==> src/hdl/assert_macros.svh <==
// ----------------------------------------------------------------------------
// Assertion macros
// Shared concurrent assertion helpers for the keystream cipher RTL.
// ----------------------------------------------------------------------------
`ifndef ASSERT_MACROS_SVH
`define ASSERT_MACROS_SVH
`ifndef SYNTHESIS
`define HCC_ASSERT_IMPLY(label, clk, rst, pre, post) \
  label: assert property (@(posedge clk) disable iff (rst) (pre) |-> (post)) \
    else $error("implication check failed");
`define HCC_ASSERT_NEXT(label, clk, rst, pre, post) \
  label: assert property (@(posedge clk) disable iff (rst) (pre) |=> (post)) \
    else $error("next-cycle check failed");
`else
`define HCC_ASSERT_IMPLY(label, clk, rst, pre, post)
`define HCC_ASSERT_NEXT(label, clk, rst, pre, post)
`endif
`endif

==> src/hdl/hcc_pkg.sv <==
// ----------------------------------------------------------------------------
// hcc_pkg
// Types, constants and helpers shared by the keystream cipher modules.
// ----------------------------------------------------------------------------
`default_nettype none
package hcc_pkg;

  localparam int MAGIC_LEN_DEF = 13;
  localparam int IV_LEN        = 16;
  localparam int HP_W          = 5;
  localparam int CFG_IDX_W     = 3;

  localparam logic [7:0] MAGIC_BYTES [16] = '{
    8'h42, 8'h52, 8'h45, 8'h45, 8'h5A, 8'h45, 8'h2D, 8'h53,
    8'h59, 8'h4E, 8'h43, 8'h2D, 8'h31, 8'h00, 8'h00, 8'h00
  };

  localparam logic [255:0] SHA_INIT = {
    32'h6a09e667, 32'hbb67ae85, 32'h3c6ef372, 32'ha54ff53a,
    32'h510e527f, 32'h9b05688c, 32'h1f83d9ab, 32'h5be0cd19
  };

  localparam logic [31:0] SHA_K [64] = '{
    32'h428a2f98, 32'h71374491, 32'hb5c0fbcf, 32'he9b5dba5,
    32'h3956c25b, 32'h59f111f1, 32'h923f82a4, 32'hab1c5ed5,
    32'hd807aa98, 32'h12835b01, 32'h243185be, 32'h550c7dc3,
    32'h72be5d74, 32'h80deb1fe, 32'h9bdc06a7, 32'hc19bf174,
    32'he49b69c1, 32'hefbe4786, 32'h0fc19dc6, 32'h240ca1cc,
    32'h2de92c6f, 32'h4a7484aa, 32'h5cb0a9dc, 32'h76f988da,
    32'h983e5152, 32'ha831c66d, 32'hb00327c8, 32'hbf597fc7,
    32'hc6e00bf3, 32'hd5a79147, 32'h06ca6351, 32'h14292967,
    32'h27b70a85, 32'h2e1b2138, 32'h4d2c6dfc, 32'h53380d13,
    32'h650a7354, 32'h766a0abb, 32'h81c2c92e, 32'h92722c85,
    32'ha2bfe8a1, 32'ha81a664b, 32'hc24b8b70, 32'hc76c51a3,
    32'hd192e819, 32'hd6990624, 32'hf40e3585, 32'h106aa070,
    32'h19a4c116, 32'h1e376c08, 32'h2748774c, 32'h34b0bcb5,
    32'h391c0cb3, 32'h4ed8aa4a, 32'h5b9cca4f, 32'h682e6ff3,
    32'h748f82ee, 32'h78a5636f, 32'h84c87814, 32'h8cc70208,
    32'h90befffa, 32'ha4506ceb, 32'hbef9a3f7, 32'hc67178f2
  };

  typedef enum logic [CFG_IDX_W-1:0] {
    REG_CIPHER_ON = 3'd0,
    REG_DIRECTION = 3'd1,
    REG_KEY0      = 3'd2,
    REG_KEY1      = 3'd3,
    REG_KEY2      = 3'd4,
    REG_KEY3      = 3'd5
  } reg_idx_t;

  localparam logic DIR_ENC = 1'b0;

  typedef enum logic [2:0] {
    CK_NONE   = 3'd0,
    CK_BYPASS = 3'd1,
    CK_ECHO   = 3'd2,
    CK_BAD    = 3'd3,
    CK_EMPTY  = 3'd4,
    CK_BODY   = 3'd5
  } cmd_kind_t;

  typedef struct packed {
    cmd_kind_t    kind;
    logic         magic;
    logic         start;
    logic         endm;
    logic         last;
    logic [7:0]   data;
    logic [127:0] iv;
  } cmd_t;

  typedef struct packed {
    logic idle;
    logic emitting;
    logic hash_wait;
  } back_stat_t;

  function automatic logic [31:0] rotr(input logic [31:0] x, input int n);
    rotr = (x >> n) | (x << (32 - n));
  endfunction

endpackage
`default_nettype wire

==> src/hdl/hcc_queue.sv <==
// ----------------------------------------------------------------------------
// hcc_queue
// Two-entry command queue between the front and back halves.
// ----------------------------------------------------------------------------
`default_nettype none
module hcc_queue (
  input  wire logic          clk,
  input  wire logic          rst,
  input  wire logic          push,
  input  wire hcc_pkg::cmd_t push_data,
  output logic               full,
  input  wire logic          pop,
  output logic               valid,
  output hcc_pkg::cmd_t      pop_data
);
  import hcc_pkg::*;

  cmd_t       mem [2];
  logic       wr_ptr;
  logic       rd_ptr;
  logic [1:0] count;

  assign full     = (count == 2'd2);
  assign valid    = (count != 2'd0);
  assign pop_data = mem[rd_ptr];

  always_ff @(posedge clk) begin
    if (push) begin
      mem[wr_ptr] <= push_data;
    end
  end

  always_ff @(posedge clk) begin
    if (rst) begin
      wr_ptr <= 1'b0;
      rd_ptr <= 1'b0;
      count  <= 2'd0;
    end else begin
      if (push) begin
        wr_ptr <= ~wr_ptr;
      end
      if (pop) begin
        rd_ptr <= ~rd_ptr;
      end
      count <= count + 2'(push) - 2'(pop);
    end
  end
endmodule
`default_nettype wire

==> src/hdl/hcc_front.sv <==
// ----------------------------------------------------------------------------
// hcc_front
// Accepts input beats, tracks framing state and classifies each beat.
// ----------------------------------------------------------------------------
`default_nettype none
module hcc_front #(
  parameter int MAGIC_LEN = hcc_pkg::MAGIC_LEN_DEF
) (
  input  wire logic       clk,
  input  wire logic       rst,
  input  wire logic       cipher_on,
  input  wire logic       direction,
  input  wire logic       in_valid,
  output logic            in_stall,
  input  wire logic [7:0] in_byte,
  input  wire logic       msg_last,
  input  wire logic       q_full,
  output logic            push,
  output hcc_pkg::cmd_t   cmd
);
  import hcc_pkg::*;

  localparam logic [HP_W-1:0] MAGIC_END = HP_W'(MAGIC_LEN);
  localparam logic [HP_W:0]   IV_END    = (HP_W + 1)'(IV_LEN);
  localparam logic [HP_W:0]   DEC_END   = (HP_W + 1)'(MAGIC_LEN + IV_LEN);

  logic [HP_W-1:0] header_pos, header_pos_next;
  logic [127:0]    iv_store, iv_store_next;
  logic            dropping, dropping_next;
  logic [HP_W:0]   hp_inc;
  logic [3:0]      iv_idx;

  assign in_stall = q_full;
  assign push     = in_valid && !q_full;
  assign hp_inc   = (HP_W + 1)'(header_pos) + 1'b1;

  always_comb begin
    cmd             = '0;
    cmd.kind        = CK_NONE;
    cmd.data        = in_byte;
    cmd.last        = msg_last;
    header_pos_next = header_pos;
    dropping_next   = dropping;
    iv_store_next   = iv_store;
    iv_idx          = header_pos[3:0];
    if (!cipher_on) begin
      cmd.kind = CK_BYPASS;
    end else if (dropping) begin
      if (msg_last) begin
        cmd.endm        = 1'b1;
        header_pos_next = '0;
        dropping_next   = 1'b0;
      end
    end else begin
      if (direction == DIR_ENC) begin
        if (header_pos < HP_W'(IV_LEN)) begin
          cmd.magic = (header_pos == '0);
          iv_store_next[{~iv_idx, 3'b000} +: 8] = in_byte;
          cmd.start       = (hp_inc == IV_END);
          header_pos_next = header_pos + 1'b1;
          cmd.kind        = CK_ECHO;
        end else begin
          cmd.kind = CK_BODY;
        end
      end else begin
        if (header_pos < MAGIC_END) begin
          if (in_byte != MAGIC_BYTES[header_pos[3:0]]) begin
            cmd.kind = CK_BAD;
            if (!msg_last) begin
              dropping_next = 1'b1;
            end
          end else begin
            header_pos_next = header_pos + 1'b1;
            cmd.kind        = msg_last ? CK_EMPTY : CK_NONE;
          end
        end else if ((HP_W + 1)'(header_pos) < DEC_END) begin
          iv_idx = 4'(header_pos - MAGIC_END);
          iv_store_next[{~iv_idx, 3'b000} +: 8] = in_byte;
          cmd.start       = (hp_inc == DEC_END);
          header_pos_next = header_pos + 1'b1;
          cmd.kind        = msg_last ? CK_EMPTY : CK_NONE;
        end else begin
          cmd.kind = CK_BODY;
        end
      end
      if (msg_last) begin
        cmd.endm        = 1'b1;
        header_pos_next = '0;
        dropping_next   = 1'b0;
      end
    end
    cmd.iv = iv_store_next;
  end

  always_ff @(posedge clk) begin
    if (rst) begin
      header_pos <= '0;
      dropping   <= 1'b0;
      iv_store   <= '0;
    end else if (push) begin
      header_pos <= header_pos_next;
      dropping   <= dropping_next;
      iv_store   <= iv_store_next;
    end
  end
endmodule
`default_nettype wire

==> src/hdl/hcc_sha.sv <==
// ----------------------------------------------------------------------------
// hcc_sha
// Iterative SHA-256 compression, one round per cycle, fixed initial state.
// ----------------------------------------------------------------------------
`default_nettype none
module hcc_sha (
  input  wire logic         clk,
  input  wire logic         rst,
  input  wire logic         start,
  input  wire logic [511:0] block,
  output logic              done,
  output logic [255:0]      digest
);
  import hcc_pkg::*;

  logic [31:0] hw [8];
  logic [31:0] w  [16];
  logic [5:0]  round;
  logic        busy;
  logic        fin;
  logic [31:0] t1, t2, w_new, s0, s1;

  always_comb begin
    s0    = rotr(w[1], 7) ^ rotr(w[1], 18) ^ (w[1] >> 3);
    s1    = rotr(w[14], 17) ^ rotr(w[14], 19) ^ (w[14] >> 10);
    w_new = w[0] + s0 + w[9] + s1;
    t1 = hw[7] + (rotr(hw[4], 6) ^ rotr(hw[4], 11) ^ rotr(hw[4], 25))
       + ((hw[4] & hw[5]) ^ (~hw[4] & hw[6])) + SHA_K[round] + w[0];
    t2 = (rotr(hw[0], 2) ^ rotr(hw[0], 13) ^ rotr(hw[0], 22))
       + ((hw[0] & hw[1]) ^ (hw[0] & hw[2]) ^ (hw[1] & hw[2]));
  end

  always_ff @(posedge clk) begin
    if (start) begin
      for (int i = 0; i < 8; i++) begin
        hw[i] <= SHA_INIT[255 - 32*i -: 32];
      end
      for (int i = 0; i < 16; i++) begin
        w[i] <= block[511 - 32*i -: 32];
      end
    end else if (busy) begin
      hw[7] <= hw[6];
      hw[6] <= hw[5];
      hw[5] <= hw[4];
      hw[4] <= hw[3] + t1;
      hw[3] <= hw[2];
      hw[2] <= hw[1];
      hw[1] <= hw[0];
      hw[0] <= t1 + t2;
      for (int i = 0; i < 15; i++) begin
        w[i] <= w[i+1];
      end
      w[15] <= w_new;
    end
    if (fin) begin
      for (int i = 0; i < 8; i++) begin
        digest[255 - 32*i -: 32] <= SHA_INIT[255 - 32*i -: 32] + hw[i];
      end
    end
  end

  always_ff @(posedge clk) begin
    if (rst) begin
      busy  <= 1'b0;
      fin   <= 1'b0;
      done  <= 1'b0;
      round <= '0;
    end else begin
      done <= fin;
      fin  <= 1'b0;
      if (start) begin
        busy  <= 1'b1;
        round <= '0;
      end else if (busy) begin
        round <= round + 1'b1;
        if (round == 6'd63) begin
          busy <= 1'b0;
          fin  <= 1'b1;
        end
      end
    end
  end
endmodule
`default_nettype wire

==> src/hdl/hcc_back.sv <==
// ----------------------------------------------------------------------------
// hcc_back
// Executes queued commands: header emission, keystream XOR, rekeying.
// ----------------------------------------------------------------------------
`default_nettype none
module hcc_back #(
  parameter int MAGIC_LEN = hcc_pkg::MAGIC_LEN_DEF
) (
  input  wire logic           clk,
  input  wire logic           rst,
  input  wire logic           q_valid,
  input  wire hcc_pkg::cmd_t  q_data,
  output logic                q_pop,
  input  wire logic [255:0]   key,
  output logic                sha_start,
  output logic [511:0]        sha_block,
  input  wire logic           sha_done,
  input  wire logic [255:0]   sha_digest,
  output logic                out_valid,
  input  wire logic           out_stall,
  output logic [7:0]          out_byte,
  output logic                out_last,
  output logic                bad_format,
  output logic                empty_body,
  output hcc_pkg::back_stat_t stat
);
  import hcc_pkg::*;

  typedef enum logic [4:0] {
    ST_IDLE   = 5'b00001,
    ST_MAGIC  = 5'b00010,
    ST_EMIT   = 5'b00100,
    ST_HSTART = 5'b01000,
    ST_HWAIT  = 5'b10000
  } state_t;

  state_t       state;
  cmd_t         cmd;
  logic [4:0]   mcnt;
  logic [4:0]   bbpos;
  logic [255:0] key_block;
  logic         hash_iv;
  logic         out_free;
  logic [7:0]   ks;
  logic         need_hash;
  logic         out_load;
  logic [7:0]   emit_byte;
  logic         emit_last;
  logic         emit_bad;
  logic         emit_empty;

  assign out_free  = !out_valid || !out_stall;
  assign ks        = key_block[{~bbpos, 3'b000} +: 8];
  assign q_pop     = (state == ST_IDLE) && q_valid;
  assign sha_start = (state == ST_HSTART);
  assign sha_block = hash_iv
    ? {key, cmd.iv, 32'h80000000, 64'd0, 32'd384}
    : {key_block, 32'h80000000, 192'd0, 32'd256};
  assign need_hash = cmd.start || (cmd.kind == CK_BODY && bbpos == 5'd31);
  assign out_load  = out_free &&
                     ((state == ST_MAGIC) || (state == ST_EMIT && cmd.kind != CK_NONE));

  assign stat.idle      = (state == ST_IDLE);
  assign stat.emitting  = (state == ST_MAGIC) || (state == ST_EMIT);
  assign stat.hash_wait = (state == ST_HWAIT);

  always_comb begin
    emit_byte  = '0;
    emit_last  = cmd.last;
    emit_bad   = 1'b0;
    emit_empty = 1'b0;
    if (state == ST_MAGIC) begin
      emit_byte = MAGIC_BYTES[mcnt[3:0]];
      emit_last = 1'b0;
    end else begin
      case (cmd.kind)
        CK_BYPASS: emit_byte = cmd.data;
        CK_ECHO: begin
          emit_byte  = cmd.data;
          emit_empty = cmd.last;
        end
        CK_BAD: begin
          emit_last = 1'b1;
          emit_bad  = 1'b1;
        end
        CK_EMPTY: begin
          emit_last  = 1'b1;
          emit_empty = 1'b1;
        end
        CK_BODY: emit_byte = cmd.data ^ ks;
        default: ;
      endcase
    end
  end

  always_ff @(posedge clk) begin
    if (rst) begin
      state     <= ST_IDLE;
      out_valid <= 1'b0;
      bbpos     <= '0;
      key_block <= '0;
      mcnt      <= '0;
      hash_iv   <= 1'b0;
    end else begin
      if (out_load) begin
        out_valid  <= 1'b1;
        out_byte   <= emit_byte;
        out_last   <= emit_last;
        bad_format <= emit_bad;
        empty_body <= emit_empty;
      end else if (!out_stall) begin
        out_valid <= 1'b0;
      end
      case (state)
        ST_IDLE: begin
          if (q_valid) begin
            cmd   <= q_data;
            mcnt  <= '0;
            state <= q_data.magic ? ST_MAGIC : ST_EMIT;
          end
        end
        ST_MAGIC: begin
          if (out_free) begin
            mcnt <= mcnt + 1'b1;
            if (mcnt == 5'(MAGIC_LEN - 1)) begin
              state <= ST_EMIT;
            end
          end
        end
        ST_EMIT: begin
          if (cmd.kind == CK_NONE || out_free) begin
            if (need_hash) begin
              hash_iv <= cmd.start;
              state   <= ST_HSTART;
            end else begin
              state <= ST_IDLE;
              if (cmd.endm) begin
                bbpos <= '0;
              end else if (cmd.kind == CK_BODY) begin
                bbpos <= bbpos + 1'b1;
              end
            end
          end
        end
        ST_HSTART: begin
          state <= ST_HWAIT;
        end
        ST_HWAIT: begin
          if (sha_done) begin
            key_block <= sha_digest;
            bbpos     <= '0;
            state     <= ST_IDLE;
          end
        end
        default: state <= ST_IDLE;
      endcase
    end
  end
endmodule
`default_nettype wire

==> src/hdl/hash_chain_keystream_cipher.sv <==
// ----------------------------------------------------------------------------
// hash_chain_keystream_cipher
// Framed byte stream cipher with a SHA-256 hash-chain keystream.
// ----------------------------------------------------------------------------
// Usage: bytes enter on in_valid/in_stall with msg_last on the final byte of a
// message; results leave on out_valid/out_stall with out_last, bad_format and
// empty_body flags. Registers are written on cfg_valid/cfg_ready (always
// ready) by cfg_index: cipher_on, direction, key 0-3. The user must write
// them only while the block is idle; the block itself does not enforce it.
// A front stage classifies each beat into a two-entry queue; the back stage
// emits results through one output register and runs the hash core.
// The back stage pops a new command only after the previous one is emitted;
// the first encrypt beat emits the magic header, one beat per cycle while
// out_stall is low. Keystream start and every 32nd body byte add a SHA-256
// compression (one round per cycle) before the back stage continues.
// Reset clears framing state, key block and registers; no clearing pass.
// When out_stall is high the result register holds, the back stage stops,
// the queue fills and in_stall rises.
// ----------------------------------------------------------------------------
`default_nettype none
`include "assert_macros.svh"
module hash_chain_keystream_cipher #(
  parameter int MAGIC_LEN = hcc_pkg::MAGIC_LEN_DEF
) (
  input  wire logic                           clk,
  input  wire logic                           rst,
  input  wire logic                           in_valid,
  output logic                                in_stall,
  input  wire logic [7:0]                     in_byte,
  input  wire logic                           msg_last,
  output logic                                out_valid,
  input  wire logic                           out_stall,
  output logic [7:0]                          out_byte,
  output logic                                out_last,
  output logic                                bad_format,
  output logic                                empty_body,
  input  wire logic                           cfg_valid,
  output logic                                cfg_ready,
  input  wire logic [hcc_pkg::CFG_IDX_W-1:0]  cfg_index,
  input  wire logic [63:0]                    cfg_data
);
  import hcc_pkg::*;

  logic         cipher_on;
  logic         direction;
  logic [63:0]  key_word [4];
  logic         push, q_full, q_valid, q_pop;
  cmd_t         push_cmd, q_cmd;
  logic         sha_start, sha_done;
  logic [511:0] sha_block;
  logic [255:0] sha_digest;
  back_stat_t   stat;

  assign cfg_ready = 1'b1;

  always_ff @(posedge clk) begin
    if (rst) begin
      cipher_on <= 1'b0;
      direction <= 1'b0;
      for (int i = 0; i < 4; i++) begin
        key_word[i] <= '0;
      end
    end else if (cfg_valid && cfg_ready) begin
      case (cfg_index)
        REG_CIPHER_ON: cipher_on   <= cfg_data[0];
        REG_DIRECTION: direction   <= cfg_data[0];
        REG_KEY0:      key_word[0] <= cfg_data;
        REG_KEY1:      key_word[1] <= cfg_data;
        REG_KEY2:      key_word[2] <= cfg_data;
        REG_KEY3:      key_word[3] <= cfg_data;
        default:       ;
      endcase
    end
  end

  hcc_front #(.MAGIC_LEN(MAGIC_LEN)) u_front (
    .clk       (clk),
    .rst       (rst),
    .cipher_on (cipher_on),
    .direction (direction),
    .in_valid  (in_valid),
    .in_stall  (in_stall),
    .in_byte   (in_byte),
    .msg_last  (msg_last),
    .q_full    (q_full),
    .push      (push),
    .cmd       (push_cmd)
  );

  hcc_queue u_queue (
    .clk       (clk),
    .rst       (rst),
    .push      (push),
    .push_data (push_cmd),
    .full      (q_full),
    .pop       (q_pop),
    .valid     (q_valid),
    .pop_data  (q_cmd)
  );

  hcc_sha u_sha (
    .clk    (clk),
    .rst    (rst),
    .start  (sha_start),
    .block  (sha_block),
    .done   (sha_done),
    .digest (sha_digest)
  );

  hcc_back #(.MAGIC_LEN(MAGIC_LEN)) u_back (
    .clk        (clk),
    .rst        (rst),
    .q_valid    (q_valid),
    .q_data     (q_cmd),
    .q_pop      (q_pop),
    .key        ({key_word[0], key_word[1], key_word[2], key_word[3]}),
    .sha_start  (sha_start),
    .sha_block  (sha_block),
    .sha_done   (sha_done),
    .sha_digest (sha_digest),
    .out_valid  (out_valid),
    .out_stall  (out_stall),
    .out_byte   (out_byte),
    .out_last   (out_last),
    .bad_format (bad_format),
    .empty_body (empty_body),
    .stat       (stat)
  );

  `HCC_ASSERT_IMPLY(a_done_in_wait, clk, rst, sha_done, stat.hash_wait)
  `HCC_ASSERT_IMPLY(a_out_from_emit, clk, rst, $rose(out_valid), $past(stat.emitting))
  `HCC_ASSERT_NEXT(a_start_waits, clk, rst, sha_start, stat.hash_wait)
  `HCC_ASSERT_IMPLY(a_pop_when_idle, clk, rst, q_pop, stat.idle)
endmodule
`default_nettype wire

==> config.mk <==
export PLATFORM = sky130hd
export DESIGN_NAME = hash_chain_keystream_cipher
export DESIGN_NICKNAME = d
export VERILOG_FILES = /design/src/hdl/hcc_pkg.sv /design/src/hdl/hcc_queue.sv /design/src/hdl/hcc_front.sv /design/src/hdl/hcc_sha.sv /design/src/hdl/hcc_back.sv /design/src/hdl/hash_chain_keystream_cipher.sv
export VERILOG_INCLUDE_DIRS = /design/src /design/src/hdl
export SDC_FILE = /design/constraint.sdc
export NUM_CORES = 2
export LEC_CHECK = 0
export BUFFER_PORTS_ARGS = -buffer_cell sky130_fd_sc_hd__buf_4
export CORE_MARGIN = 2
export CORE_UTILIZATION = 60
export DETAILED_ROUTE_END_ITERATION = 6
export PLACE_DENSITY = 0.82
export SLEW_MARGIN = 20
export SYNTH_ARGS = -nofsm -noshare
export SYNTH_HDL_FRONTEND = slang
export SYNTH_SLANG_ARGS = --single-unit
==> constraint.sdc <==
create_clock -name clk -period 27.5 [get_ports clk]
set_input_delay 2.75 -clock clk [delete_from_list [all_inputs] [get_ports clk]]
set_output_delay 2.75 -clock clk [all_outputs]
set_load 0.01 [all_outputs]
# ---- Yosys cells after proc, flatten, opt, wreduce, memory -nomap -nowiden
# Memories as Yosys holds them, arrays and structs flattened. A register that Yosys moved wholly into a read port is not among the register bits.
# Index checks and enable logic that the tools add are counted.
dict set report totals {
  register_bits 831
  ram_bits 1310
  rom_bits 2304
  in_bits 81
  n_memories 7
}
dict set report classes {
  addsub 28
  n_lt_le_gt_ge 6
  eq_ne 33
  shifts 5
  mux 127
  n_bitwise 66
  reduce_logical 35
}
# memory words width read_ports rd_ports_with_merged_regs write_ports line_no
set mem_list {}
lappend mem_list {{(no name shown)} 64 32 1 0 0 hcc_sha.sv:28} ;# + ((hw[4] & hw[5]) ^ (~hw[4] & hw[6])) + SHA_K[round] + w[0];
lappend mem_list {u_sha.w 16 32 16 0 16 hcc_sha.sv:17} ;# logic [31:0] w [16];
lappend mem_list {u_queue.mem 2 143 1 1 1 hcc_queue.sv:18} ;# cmd_t mem [2];
lappend mem_list {key_word 4 64 4 0 4 hash_chain_keystream_cipher.sv:46} ;# logic [63:0] key_word [4];
lappend mem_list {u_sha.hw 8 32 8 0 8 hcc_sha.sv:16} ;# logic [31:0] hw [8];
lappend mem_list {{(no name shown)} 16 8 1 0 0 hcc_front.sv:67} ;# if (in_byte != MAGIC_BYTES[header_pos[3:0]]) begin
lappend mem_list {{+1 memories} -- -- -- -- -- --}
# cell n
set ops {}
lappend ops {{32-bit two-way mux} 26}
lappend ops {{128-bit two-way mux} 6}
lappend ops {{512-bit two-way mux} 1}
lappend ops {{32-bit adder} 10}
lappend ops {{32-bit XOR} 9}
lappend ops {{128-bit bitwise mux} 2}
lappend ops {{64-bit two-way mux} 4}
lappend ops {{8-bit by 9-bit variable shift with 128-bit output (first input constant)} 2}
lappend ops {{256-bit by 9-bit variable part select with 8-bit output} 1}
lappend ops {{8-bit by 9-bit variable part select with 128-bit output} 2}
lappend ops {{32-bit bitwise AND} 5}
lappend ops {{5-bit two-way mux} 21}
lappend ops {{31-bit by 32-bit adder with 32-bit output (first input constant)} 3}
lappend ops {{32-bit adder (first input constant)} 3}
lappend ops {{1-bit two-way mux} 46}
lappend ops {{8-bit two-way mux} 5}
lappend ops {{29-bit by 32-bit adder with 32-bit output (first input constant)} 1}
lappend ops {{30-bit by 32-bit adder with 32-bit output (first input constant)} 1}
lappend ops {{32-bit NOT} 1}
lappend ops {{10-bit by 32-bit OR with 32-bit output} 1}
lappend ops {{13-bit by 32-bit OR with 32-bit output} 1}
lappend ops {{14-bit by 32-bit OR with 32-bit output} 1}
lappend ops {{15-bit by 32-bit OR with 32-bit output} 1}
lappend ops {{19-bit by 32-bit OR with 32-bit output} 1}
lappend ops {{62 further kinds} 146}

# ---- Longest topological paths before layout
dict set report logic_depth {
  ltp_word 10
  mapped_depth 41
  depth_no_buf 37
}

# ---- Hierarchy
# Synthesis repeated with hierarchy kept, for this count alone.
dict set report unflattened {
  cells_unflattened 10090
  hier_area_um2 112899.5
}
# mod instances cells_each area_each_um2
set modules_own_cells {}
lappend modules_own_cells {hcc_sha 1 5394 59333.2}
lappend modules_own_cells {hcc_back 1 2179 21593.2}
lappend modules_own_cells {hash_chain_keystream_cipher 1 667 11119.4}
lappend modules_own_cells {hcc_queue 1 466 10816.6}
lappend modules_own_cells {hcc_front 1 1384 10037.1}

# ---- Worst setup path before layout
# No wires, ideal clock.
dict set report synth_timing {
  kind {reg2reg}
  startpoint {register u_sha.busy}
  endpoint {memory u_sha.hw[0][0], enable pin}
  t_arrival_ps 19041
  required_time_ps 26219
  slack_ps 7178
  path_stages_with_launch 3
  path_buffers 1
  cell_sequence {dfxtp_1 -> clkbuf_1 -> nand2b_1}
}
# element line_no
set synth_rtl {}
lappend synth_rtl {{start: declaration} hcc_sha.sv:19} ;# logic busy;
lappend synth_rtl {{start signal: assignment} hcc_sha.sv:64} ;# busy <= 1'b0;
lappend synth_rtl {{start signal: assignment} hcc_sha.sv:72} ;# busy <= 1'b1;
lappend synth_rtl {{start signal: assignment} hcc_sha.sv:77} ;# busy <= 1'b0;
lappend synth_rtl {{end: declaration} hcc_sha.sv:16}

==> impl_results.rst <==
.. list-table::
   :header-rows: 1

   * - Metric
     - Value
   * - Worst R2R End
     - u_sha.hw[0][31]
   * - Wirelength, routed
     - just under 400000 um
   * - Antenna violations before repair
     - 26
   * - Grt ovf
     - 0
   * - Number of cells produced by synthesis
     - 9748
   * - Synth Cell Area
     - 108000 um2
   * - Endpoint with the worst hold slack
     - u_back.key_block[7]
   * - Combined global-route utilization of all metal layers
     - 42.3%
   * - Via count of the first global-routing pass
     - 76300
   * - Data required time at the worst endpoint
     - between 20000 and 30000 ps
   * - Register-to-Register Setup Slack
     - 17340 ps
   * - Num CTS Buffers
     - 211
   * - Count of state elements after synthesis
     - 2142
   * - Total negative slack
     - 0 ps
   * - Htree depth
     - 4
   * - Synthesized Nets
     - just over 10000
   * - Max capacitance violation total
     - 0
   * - Fill count
     - 13100
   * - CTS Hold Bufs
     - 0
   * - Power density over the cells
     - 64.6 nW/um2
   * - Count of different cell masters after synthesis
     - 102
   * - Worst Hold Launch
     - u_sha.digest[7]
   * - Number of nets in the layout
     - 9986
   * - Post-synth ARST share
     - 0%
   * - Unrepaired setup endpoints after global routing
     - no
   * - Routed vias
     - around 80000
   * - Pin count of the biggest net entering global routing
     - 181
   * - Data arrival time of the worst path
     - 10700 ps
   * - Clock tree from TritonCTS
     - built
   * - Pleak
     - 40.0 nW
   * - Instance count along the most critical hold path
     - 2
   * - Post-synth top area share
     - approximately 48%
   * - Register-to-Register Path Depth
     - 30
   * - Warnings from Yosys
     - 0
   * - Syn Area/Cell
     - 11.1 um2
   * - CP Class
     - reg2reg
   * - Source-to-sink clock delay at the later pin of the worst-skew pair
     - 920 ps
   * - CTS resizes
     - 0
   * - Fraction of the yosys area taken by sequential cells
     - roughly 56%
   * - Maximum clock path buffer count
     - 3
   * - Count of routing violations after the opening detailed-route iteration
     - 12600
   * - Layout area overhead
     - 9.07%
   * - CP peak stage delay
     - approximately 900 ps
   * - Worst-case setup margin in the final layout
     - 17340 ps
   * - Count of boundary I/O pins
     - 95
   * - Routability-driven placement congestion ratio
     - 1.05
   * - Final-report hold violation count
     - 0
   * - Pre-Repair DR Iteration Count
     - 7
   * - Count of nets left with antenna violations after detail routing
     - 0
   * - Final non-filler cell total
     - 12100
   * - Average detailed-routed wire length per instance
     - 32.4 um
   * - Achievable Freq
     - 0.0985 GHz
   * - Most frequent cell on the critical path
     - fa_1
   * - Post-place setup slack
     - 17480 ps
   * - Count of clock tree sinks
     - around 2100
   * - Largest driver fanout on the critical path
     - 25
   * - Cell row count
     - 155
   * - Overall power consumption
     - between 0.007 and 0.008 W
   * - Post-route clock period utilization
     - 36.9%
   * - Pins over their slew limit
     - 0
   * - Placeable core region
     - approximately 180000 um2
   * - Remaining max-slew budget at the tightest pin
     - between 10% and 20%
   * - Dominant cell type by area after synthesis
     - edfxtp_1
   * - Final HPWL from detailed placement
     - 283000 um
   * - Worst VDD drop
     - ~0.14 mV
   * - Leading post-synthesis cells by instance count
     - edfxtp_1, nand2_1, a21oi_1
   * - Outcome
     - complete, but fails checks
   * - Ranking of synthesized cells by area
     - edfxtp_1, dfxtp_1, nand2_1
   * - Effective utilization at floorplan
     - between 60% and 70%
   * - Kind of start point of the critical path
     - flop
   * - Die ar.
     - 184000 um2
   * - Drt via density
     - 6.67
   * - DRC Markers
     - 4
   * - Final worst path period need
     - 10160 ps
   * - Post-CTS Setup Repair Bufs
     - 0
   * - Transition time at the pin with the least slew margin
     - 1280 ps
   * - Most used DFF post-synth
     - edfxtp_1
   * - Chip height
     - 428 um
   * - Final Setup Violations
     - 0
   * - Critical Path Slowest Stage Cell
     - ha_1
   * - Violated checks
     - DRC
   * - R2R Path Start
     - u_sha.round[1]
   * - Root Buffer Master
     - clkbuf_16
   * - Cell area after placement
     - 111000 um2
   * - Maximum clock skew at final layout
     - 87.8 ps
   * - Ratio of cells with drive above 1 in the final layout
     - 9.49%
   * - Port buffer count
     - 93
   * - Area occupied by multi-input gates
     - 44800 um2
   * - Placed cell count
     - about 12000
   * - Global-route wire length before repair
     - between 500000 and 600000 um
   * - Post-synth EDFFs
     - 1719
   * - Nature of the critical path endpoint
     - flop
   * - Sequential cell area
     - 60100 um2
   * - Finished Cell Area
     - 118000 um2
   * - Die span in x
     - between 400 and 500 um
   * - Clock Pin Slew Worst Setup and Hold Paths
     - 60 ps
   * - Class of the tightest hold or removal check
     - reg2reg
   * - Most used standard cell by instance count after synthesis
     - edfxtp_1
-- layer usage --
metal	vias to the layer above	share of wire, %	routed length [um]	global-route usage, %
li1	34200	-	-	-
met1	39400	35	138000	54.3
met2	5850	43	168000	61.3
met3	1378	13	51700	12.4
met4	14	8.9	35000	30.6
met5	-	0.049	193	0.390
-- kinds of logic (layout without fill, tap and decap cells) --
family          count (synthesis)  count (layout)  share of synthesized area (%)
compound gates               1840            1840                           10.2
xor+xnor                      579             579                           4.72
fa+ha+maj                     375             375                           5.60
buf+inv                       892             879                           3.14
flops                        2142            2142                           55.6
mux                           582             582                           6.63
other cells                     1              25                        0.00347
simple gates                 3337            3337                           14.2
-- worst max-delay path by stage --
| stage | start | end | slack, ps | depth (start not counted) |
|---|---|---|---|---|
| 5_1_grt | u_sha.round[1] | u_sha.hw[0][31] | 16950 | 30 |
| 4_1_cts | u_sha.round[1] | u_sha.hw[0][31] | 17350 | 30 |
| 6_report | u_sha.round[1] | u_sha.hw[0][31] | 17340 | 30 |
| 2_1_floorplan | u_sha.busy | u_sha.hw[0][0] | 7180 | 2 |
| 3_5_place_dp | u_sha.round[1] | u_sha.hw[0][31] | 17480 | 30 |
| 3_3_place_gp | u_sha.round[1] | u_sha.hw[0][31] | 17480 | 30 |
-- worst max-delay path, delay by kind of cell (launching register included) --
kind | cells | cell delay (ps)
AND/OR/NAND/NOR | 4 | 1380
AO/OA/AOI/OAI | 15 | 3660
buffers and inverters | 4 | 940
adder cells (fa/ha/maj) | 7 | 3470
flip-flops | 1 | 300
-- power by group --
part	total [W]	internal, W	switching [W]
clock network	0.00301	0.00167	0.00134
logic	0.000849	0.000301	0.000548
registers	0.00376	0.00368	0.0000745
total	0.00761	0.00565	0.00196
-- final cells by class --
cell class	count	share of cell area, %
Antenna cell	24	0.0509
Clock buffer	291	5.06
Clock inverter	108	1.08
Inverter	262	0.835
Multi-Input combinational cell	6714	38.0
Sequential cell	2142	51.0
Tap cell	2355	2.50
Timing Repair Buffer	218	1.50
-- layout by cell type, fill, tap and decap left out, types with 88 or more instances in the layout --
cell type and count:
a21oi_1 703, and2_1 380, and3_1 131, buf_4 208, clkbuf_16 219, dfxtp_1 411, edfxtp_1 1719, fa_1 187
ha_1 169, inv_1 256, mux2_2 187, mux2i_1 304, mux4_2 88, nand2_1 1615, nand2b_1 141, nand3_1 237
nor2_1 487, nor3_1 125, o21ai_0 510, xnor2_1 387, xor2_1 189
-- through the flow --
step / util (%) / hold WS, ps
after CTS: 65.9 / 458
final: 66.0 / 456
after detailed placement: 61.9 / 451
after global routing: 66.0 / 473
after global placement: 61.9 / 444
after floorplan: - / 433
-- registers in the layout, indices dropped and copies added, names as in the netlist, 6 cells and up, named ones only --
register,cells
u_sha.digest,256
u_sha.round,6
u_back.cmd,142
u_sha.w,512
u_back.out_byte,8
u_back.key_block,256
key_word,256
u_sha.hw,256
u_front.iv_store,128
u_queue.mem,286
Power figures use the tool's default switching activity.
